==> config.mk <==
export PLATFORM = sky130hd
export DESIGN_NAME = fbns_ctrl
export DESIGN_NICKNAME = d
export VERILOG_FILES = /design/src/rtl/core/fbns_pkg.sv /design/src/rtl/core/fbns_ctrl.sv
export SDC_FILE = /design/constraint.sdc
export NUM_CORES = 1
export LEC_CHECK = 0
export CAP_MARGIN = 20
export CORE_MARGIN = 8
export CORE_UTILIZATION = 50
export DETAILED_ROUTE_END_ITERATION = 10
export DONT_BUFFER_PORTS = 1
export GPL_ROUTABILITY_DRIVEN = 0
export MAX_ROUTING_LAYER = met4
export PLACE_DENSITY = 0.73
export SYNTH_ARGS = -nofsm -noshare
export SYNTH_HDL_FRONTEND = slang
export SYNTH_SLANG_ARGS = --single-unit
==> constraint.sdc <==
create_clock -name clk -period 2.5 [get_ports clk]
set_input_delay 0.5 -clock clk [delete_from_list [all_inputs] [get_ports clk]]
set_output_delay 0.5 -clock clk [all_outputs]
set_load 0.005 [all_outputs]
==> src/rtl/core/fbns_pkg.sv <==
package fbns_pkg;

  // datapath micro-operations issued by the controller
  typedef logic [4:0] op_t;

  localparam op_t OP_NONE        = 5'd0;
  localparam op_t OP_LATCH       = 5'd1;
  localparam op_t OP_PAL_WR      = 5'd2;
  localparam op_t OP_PIX_STEP    = 5'd3;
  localparam op_t OP_SIZE_INIT   = 5'd4;
  localparam op_t OP_DIV_FACH    = 5'd5;
  localparam op_t OP_SAVE_FAC    = 5'd6;
  localparam op_t OP_DIV_FACW    = 5'd7;
  localparam op_t OP_MIN_FAC     = 5'd8;
  localparam op_t OP_MUL_WF      = 5'd9;
  localparam op_t OP_W_FROM_PROD = 5'd10;
  localparam op_t OP_MUL_HF      = 5'd11;
  localparam op_t OP_H_FROM_PROD = 5'd12;
  localparam op_t OP_MUL_ONE     = 5'd13;
  localparam op_t OP_DIV_ONE     = 5'd14;
  localparam op_t OP_ONE_SAVE    = 5'd15;
  localparam op_t OP_FRAME_START = 5'd16;
  localparam op_t OP_MUL_MAP     = 5'd17;
  localparam op_t OP_DIV_MAP     = 5'd18;
  localparam op_t OP_MAP_SAVE    = 5'd19;

  // request types
  localparam logic [1:0] REQ_START  = 2'd0;
  localparam logic [1:0] REQ_PAL_WR = 2'd1;
  localparam logic [1:0] REQ_PIXEL  = 2'd2;

  // color modes
  localparam logic [1:0] MODE_PALETTE = 2'd1;
  localparam logic [1:0] MODE_INDEX   = 2'd2;

  // configuration register indexes
  localparam logic [2:0] CFG_SRC_WIDTH  = 3'd0;
  localparam logic [2:0] CFG_SRC_HEIGHT = 3'd1;
  localparam logic [2:0] CFG_BOX_WIDTH  = 3'd2;
  localparam logic [2:0] CFG_BOX_HEIGHT = 3'd3;
  localparam logic [2:0] CFG_COLOR_MODE = 3'd4;

  // register reset values
  localparam logic [9:0] RST_BOX_WIDTH  = 10'd249;
  localparam logic [9:0] RST_BOX_HEIGHT = 10'd384;

  // shared divider geometry
  localparam int DIV_NW = 22;
  localparam int DIV_DW = 12;
  localparam int CNT_W  = $clog2(DIV_NW + 1);

  typedef struct packed {
    op_t  op;
    logic out_load;
  } cmd_t;

  typedef struct packed {
    logic [1:0] req;
    logic       active;
    logic       match;
    logic       w_over;
    logic       h_over;
    logic       div_busy;
    logic       out_free;
  } stat_t;

endpackage

==> src/rtl/core/fbns_ctrl.sv <==
module fbns_ctrl (
  input  logic             clk,
  input  logic             rst,
  input  logic             s_tvalid,
  input  fbns_pkg::stat_t  stat,
  output logic             s_tready,
  output fbns_pkg::cmd_t   cmd
);

  localparam logic [4:0] S_IDLE    = 5'd0;
  localparam logic [4:0] S_DECODE  = 5'd1;
  localparam logic [4:0] S_FH_DIV  = 5'd2;
  localparam logic [4:0] S_FH_WAIT = 5'd3;
  localparam logic [4:0] S_FW_DIV  = 5'd4;
  localparam logic [4:0] S_FW_WAIT = 5'd5;
  localparam logic [4:0] S_MUL_W   = 5'd6;
  localparam logic [4:0] S_W_SAVE  = 5'd7;
  localparam logic [4:0] S_MUL_H   = 5'd8;
  localparam logic [4:0] S_H_SAVE  = 5'd9;
  localparam logic [4:0] S_ONE_MUL = 5'd10;
  localparam logic [4:0] S_ONE_DIV = 5'd11;
  localparam logic [4:0] S_ONE_WT  = 5'd12;
  localparam logic [4:0] S_FRAME   = 5'd13;
  localparam logic [4:0] S_MAP_MUL = 5'd14;
  localparam logic [4:0] S_MAP_DIV = 5'd15;
  localparam logic [4:0] S_MAP_WT  = 5'd16;
  localparam logic [4:0] S_OUT     = 5'd17;

  logic [4:0] state;
  logic [4:0] state_next;

  always_ff @(posedge clk) begin
    if (rst) begin
      state <= S_IDLE;
    end else begin
      state <= state_next;
    end
  end

  always_comb begin
    state_next   = state;
    cmd.op       = fbns_pkg::OP_NONE;
    cmd.out_load = 1'b0;
    case (state)
      S_IDLE: begin
        if (s_tvalid) begin
          cmd.op     = fbns_pkg::OP_LATCH;
          state_next = S_DECODE;
        end
      end
      S_DECODE: begin
        case (stat.req)
          fbns_pkg::REQ_START: begin
            cmd.op = fbns_pkg::OP_SIZE_INIT;
            if (stat.w_over && stat.h_over)      state_next = S_FH_DIV;
            else if (stat.w_over || stat.h_over) state_next = S_ONE_MUL;
            else                                 state_next = S_FRAME;
          end
          fbns_pkg::REQ_PAL_WR: begin
            cmd.op     = fbns_pkg::OP_PAL_WR;
            state_next = S_IDLE;
          end
          fbns_pkg::REQ_PIXEL: begin
            if (stat.active) begin
              cmd.op     = fbns_pkg::OP_PIX_STEP;
              state_next = stat.match ? S_MAP_MUL : S_IDLE;
            end else begin
              state_next = S_IDLE;
            end
          end
          default: state_next = S_IDLE;
        endcase
      end
      // both sides over the box: common 0.8 factor
      S_FH_DIV: begin
        cmd.op     = fbns_pkg::OP_DIV_FACH;
        state_next = S_FH_WAIT;
      end
      S_FH_WAIT: begin
        if (!stat.div_busy) begin
          cmd.op     = fbns_pkg::OP_SAVE_FAC;
          state_next = S_FW_DIV;
        end
      end
      S_FW_DIV: begin
        cmd.op     = fbns_pkg::OP_DIV_FACW;
        state_next = S_FW_WAIT;
      end
      S_FW_WAIT: begin
        if (!stat.div_busy) begin
          cmd.op     = fbns_pkg::OP_MIN_FAC;
          state_next = S_MUL_W;
        end
      end
      S_MUL_W: begin
        cmd.op     = fbns_pkg::OP_MUL_WF;
        state_next = S_W_SAVE;
      end
      S_W_SAVE: begin
        cmd.op     = fbns_pkg::OP_W_FROM_PROD;
        state_next = S_MUL_H;
      end
      S_MUL_H: begin
        cmd.op     = fbns_pkg::OP_MUL_HF;
        state_next = S_H_SAVE;
      end
      S_H_SAVE: begin
        cmd.op     = fbns_pkg::OP_H_FROM_PROD;
        state_next = S_FRAME;
      end
      // one side over the box: scale the other in proportion
      S_ONE_MUL: begin
        cmd.op     = fbns_pkg::OP_MUL_ONE;
        state_next = S_ONE_DIV;
      end
      S_ONE_DIV: begin
        cmd.op     = fbns_pkg::OP_DIV_ONE;
        state_next = S_ONE_WT;
      end
      S_ONE_WT: begin
        if (!stat.div_busy) begin
          cmd.op     = fbns_pkg::OP_ONE_SAVE;
          state_next = S_FRAME;
        end
      end
      S_FRAME: begin
        cmd.op     = fbns_pkg::OP_FRAME_START;
        state_next = S_OUT;
      end
      // next wanted source coordinate after an emitted pixel
      S_MAP_MUL: begin
        cmd.op     = fbns_pkg::OP_MUL_MAP;
        state_next = S_MAP_DIV;
      end
      S_MAP_DIV: begin
        cmd.op     = fbns_pkg::OP_DIV_MAP;
        state_next = S_MAP_WT;
      end
      S_MAP_WT: begin
        if (!stat.div_busy) begin
          cmd.op     = fbns_pkg::OP_MAP_SAVE;
          state_next = S_OUT;
        end
      end
      S_OUT: begin
        if (stat.out_free) begin
          cmd.out_load = 1'b1;
          state_next   = S_IDLE;
        end
      end
      default: state_next = S_IDLE;
    endcase
  end

  assign s_tready = state == S_IDLE;

endmodule

# After elaboration in Yosys (flattened, before gate mapping)
# Cells that the tools add are included.
# classes
n_eq_ne,25
muxes,22
n_reduce_logical,5
# ops
cell,n
5-bit one-hot mux with 18 select lines,1
5-bit one-hot mux with 17 select lines,1
"5-bit by 4-bit == test with 1-bit output, second input constant",8
5-bit 2-to-1 mux,7
"5-bit by 3-bit == test with 1-bit output, second input constant",4
4-bit 2-to-1 mux,5
"2-bit inequality test, second input constant",6
"5-bit by 2-bit == test with 1-bit output, second input constant",2
"5-bit == test, second input constant",2
5-bit one-hot mux with 2 select lines,1
3-bit one-hot mux with 3 select lines,1
3-bit 2-to-1 mux,2
6-bit AND reduction,1
"5-bit by 1-bit == test with 1-bit output, second input constant",1
5-bit logical NOT,1
1-bit 2-to-1 mux,3
"2-bit by 1-bit == test with 1-bit output, second input constant",1
"2-bit == test, second input constant",1
2-bit logical NOT,1
2-bit 2-to-1 mux,1
1-bit logical AND,1
1-bit logical OR,1
# totals
register_bits,5
input_bits,11

# Logic depth before layout (Yosys ltp)
# depth
depth_word,5
depth_mapped,7
depth_no_buf,5

# Least setup slack after synthesis
# Ideal clock, no wire load.
# synth_timing
path_type,register to output
from,register state[3]
to,output port cmd[1] (netlist name)
t_arrival_ns,1.479
required_ns,2.000
slack_ns,0.521
stages_incl_launch_ff,6
path_cell_list,dfxtp_1 or2_1 buf_2 or4_4 buf_6 o221ai_1
# synth_rtl
item,line,text
"start, declared",fbns_ctrl.sv:29,logic [4:0] state;
"start signal, assigned",fbns_ctrl.sv:36,state <= state_next;
"end, declared",fbns_ctrl.sv:7,output fbns_pkg::cmd_t cmd

==> impl_metrics.py <==
metrics = {
    "floorplanning": {
        "coreArea_sq_mm": 0.00128,
        "pin_count": 18,
        "start_util": 0.525,
        "fp-row-count": 13,
        "die_x_um": 52.7,
        "die_h_um": 52.7,
        "dieArea_sq_mm": 0.00278,
    },
    "power": {
        "clock_power_share": 0.244,
        "powerDensity_mw_per_mm2": 536,
        "total_power_uw": 376,
        "peakVddDrop_mv": 0.310,
        "p_sw_frac": 0.412,
        "p_int_uw": 221,
        "p_leak_nw": 0.230,
        "seqPwrFrac": 0.255,
        "power_switching_uw": 155,
        "power.share.combinational": 0.501,
    },
    "worst_setup_path": {
        "critPathRequiredTime_ns": 2.00,
        "cp-start-kind": "register",
        "cp.arrival_ns": 1.86,
        "cp_max_fo": 13,
        "worstSetupStartpoint": "state[2]",
        "rrSetupSlack_ns": 0.67,
        "crit_path_end_kind": "output pin",
        "timing.rr.start": "state[2]",
        "crit_type": "register to output pin",
        "rr_worst_depth": 5,
        "r2r_end": "state[3]",
    },
    "drt": {
        "drt_wl_total_um": 1960,
        "drt_iter0_drc": 55,
        "viasPerCell": 6.73,
        "ant_nets": 0,
        "wl_per_cell_um": 17.4,
        "drcViolationCount": 0,
        "vias": 760,
        "firstDrtPassIters": 4,
    },
    "clock_network": {
        "worstSkewPairLatency_ns": 0.24,
        "htree_levels": 1,
        "post_cts.repair.setup_buffers": 0,
        "path_clk_slew_ns": 0.04,
        "ctsLongestPathBuffers": 2,
        "cts_buffers": 3,
        "cts.repair.resized": 0,
        "tritoncts": "yes",
        "root_buffer": "clkbuf_4",
        "cts.sinks": 5,
        "cts_hold_buf": 0,
    },
    "outcome": {
        "status": "complete, no violations",
    },
    "yosys": {
        "synth_ff_type": "dfxtp_1",
        "synth_top_area_frac": 0.148,
        "syn_area_sq_um": 674,
        "ys_seq_area_frac": 0.148,
        "ys_seq_elements": 5,
        "yosysTopAreaCell": "dfxtp_1",
        "synth_edf_count": 0,
        "synthArstFlopShare": 0,
        "synth_cell_type_count": 41,
        "synthTopCellsByArea": "dfxtp_1, a21oi_1, nand3b_1, nand2_1, nor3b_1",
        "syn_nets": 111,
        "synth_cells": 100,
        "syn_avg_cell_area_sq_um": 6.74,
        "synth.yosys.warnings": 0,
    },
    "final_layout": {
        "top_register": "state",
        "final_nets": 110,
        "syn2layout_area_growth_pct": 4.08,
        "antenna_cells": 0,
        "largestRegisters": "state (5)",
        "layout_commonest_cell": "a21oi_1",
        "fillers": 127,
        "drive_gt1_frac": 0.143,
        "final_cell_mix": "a21oi_1, nand2_1, nor2_1",
        "largest_register_ffs": 5,
        "multiInputGateArea_sq_um": 512,
        "area.sequential_sq_um": 100,
    },
    "worst_hold_path": {
        "min_from": "rst",
        "worst_hold_path_type": "primary input to register",
        "min_path_cells": 1,
        "hold-path-endpoint": "state[3]",
    },
    "timing": {
        "fin_crit_sh": 0.944,
        "rsz0062_at_grt": "false",
        "min_period_ns": 2.36,
        "fmax_ghz": 0.424,
        "slew_viol_final": 0,
        "fin_worst_skew_ns": 0.00329,
        "tightest_slew_ns": 0.440,
        "tns_ns": 0,
        "setup_violations": 0,
        "hold_violations": 0,
        "fin_ws_ns": 0.139,
        "relSlewSlack": 0.706,
    },
    "flow_run": {
        "drv_cap": 0,
    },
    "global_routing": {
        "antenna_found_initial": 0,
        "grt_overflow": 0,
        "first_global_vias": 647,
        "grt_pass1_wl_um": 2990,
        "grt_start_max_net_pins": 21,
        "grt_usage": 0.142,
    },
    "placement": {
        "pre_cts_ws_ns": 0.409,
        "place_hpwl_um": 1430,
        "io_buffers": 0,
    },
}
==> cells in the mapped netlist (2+ instances only) <==
cell type,instances
xor2_1,2
a32oi_1,2
nor3b_1,4
a31oi_1,2
o31ai_1,2
clkbuf_1,6
a21oi_1,11
o32ai_1,2
dfxtp_1,5
nor3_1,3
nor2_1,6
buf_2,2
inv_1,4
o21ai_0,4
nand3_1,2
o221ai_1,2
nand2_1,9
a21oi_2,2
nand3b_1,5
nand2b_1,4
==> power groups by stage <==
stage	combinational, mW	sequential [mW]	clock [mW]
after floorplan	0.157	0.0933	0
after global placement	0.180	0.0967	0
after detailed placement	0.184	0.0973	0
after CTS	0.185	0.0959	0.0970
after global routing	0.205	0.0974	0.106
final	0.188	0.0961	0.0917
==> worst max path at each step <==
| stage | endpoint |
|---|---|
| after detailed placement | cmd[1] |
| after global placement | cmd[2] |
| after CTS | cmd[1] |
| final | cmd[1] |
| after floorplan | cmd[1] |
| after global routing | cmd[1] |
==> cell type report <==
type	count	area share
clock buffer	4	0.0374
sequential	5	0.143
inverter	4	0.0214
multi-input combinational	81	0.729
tap	15	0.0267
timing repair buffer	4	0.0428
==> logic make-up after synthesis <==
kind of cell    Yosys count  synth area share
buf+inv                  14            0.0927
simple gates             42             0.354
mux                       1            0.0148
flops                     5             0.148
xor+xnor                  2            0.0260
compound gates           36             0.364
==> metrics by stage <==
stage          hold WS (ns)  utilization  cells  instance area (sq um)
3_5_place_dp          0.565        0.526    109                    676
6_report              0.320        0.546    113                    702
5_1_grt               0.303        0.546    113                    702
4_1_cts               0.309        0.546    113                    702
3_3_place_gp          0.564        0.526    109                    676
2_1_floorplan         0.537            -    100                    674
==> critical path, cell delays in order, from the launching register on <==
cell and delay [ns]:
dfxtp_1 0.42, or2_1 0.36, or4_4 0.56, o221ai_1 0.28
==> layer usage <==
layer  share of wire  vias up  track usage
met5               0        -            -
met4          0.0020        0       0.0129
met3            0.10        2       0.0455
met2            0.48       47        0.241
met1            0.41      345        0.164
li1                -      366            -
Note: power is estimated with default switching activity, not from simulation.
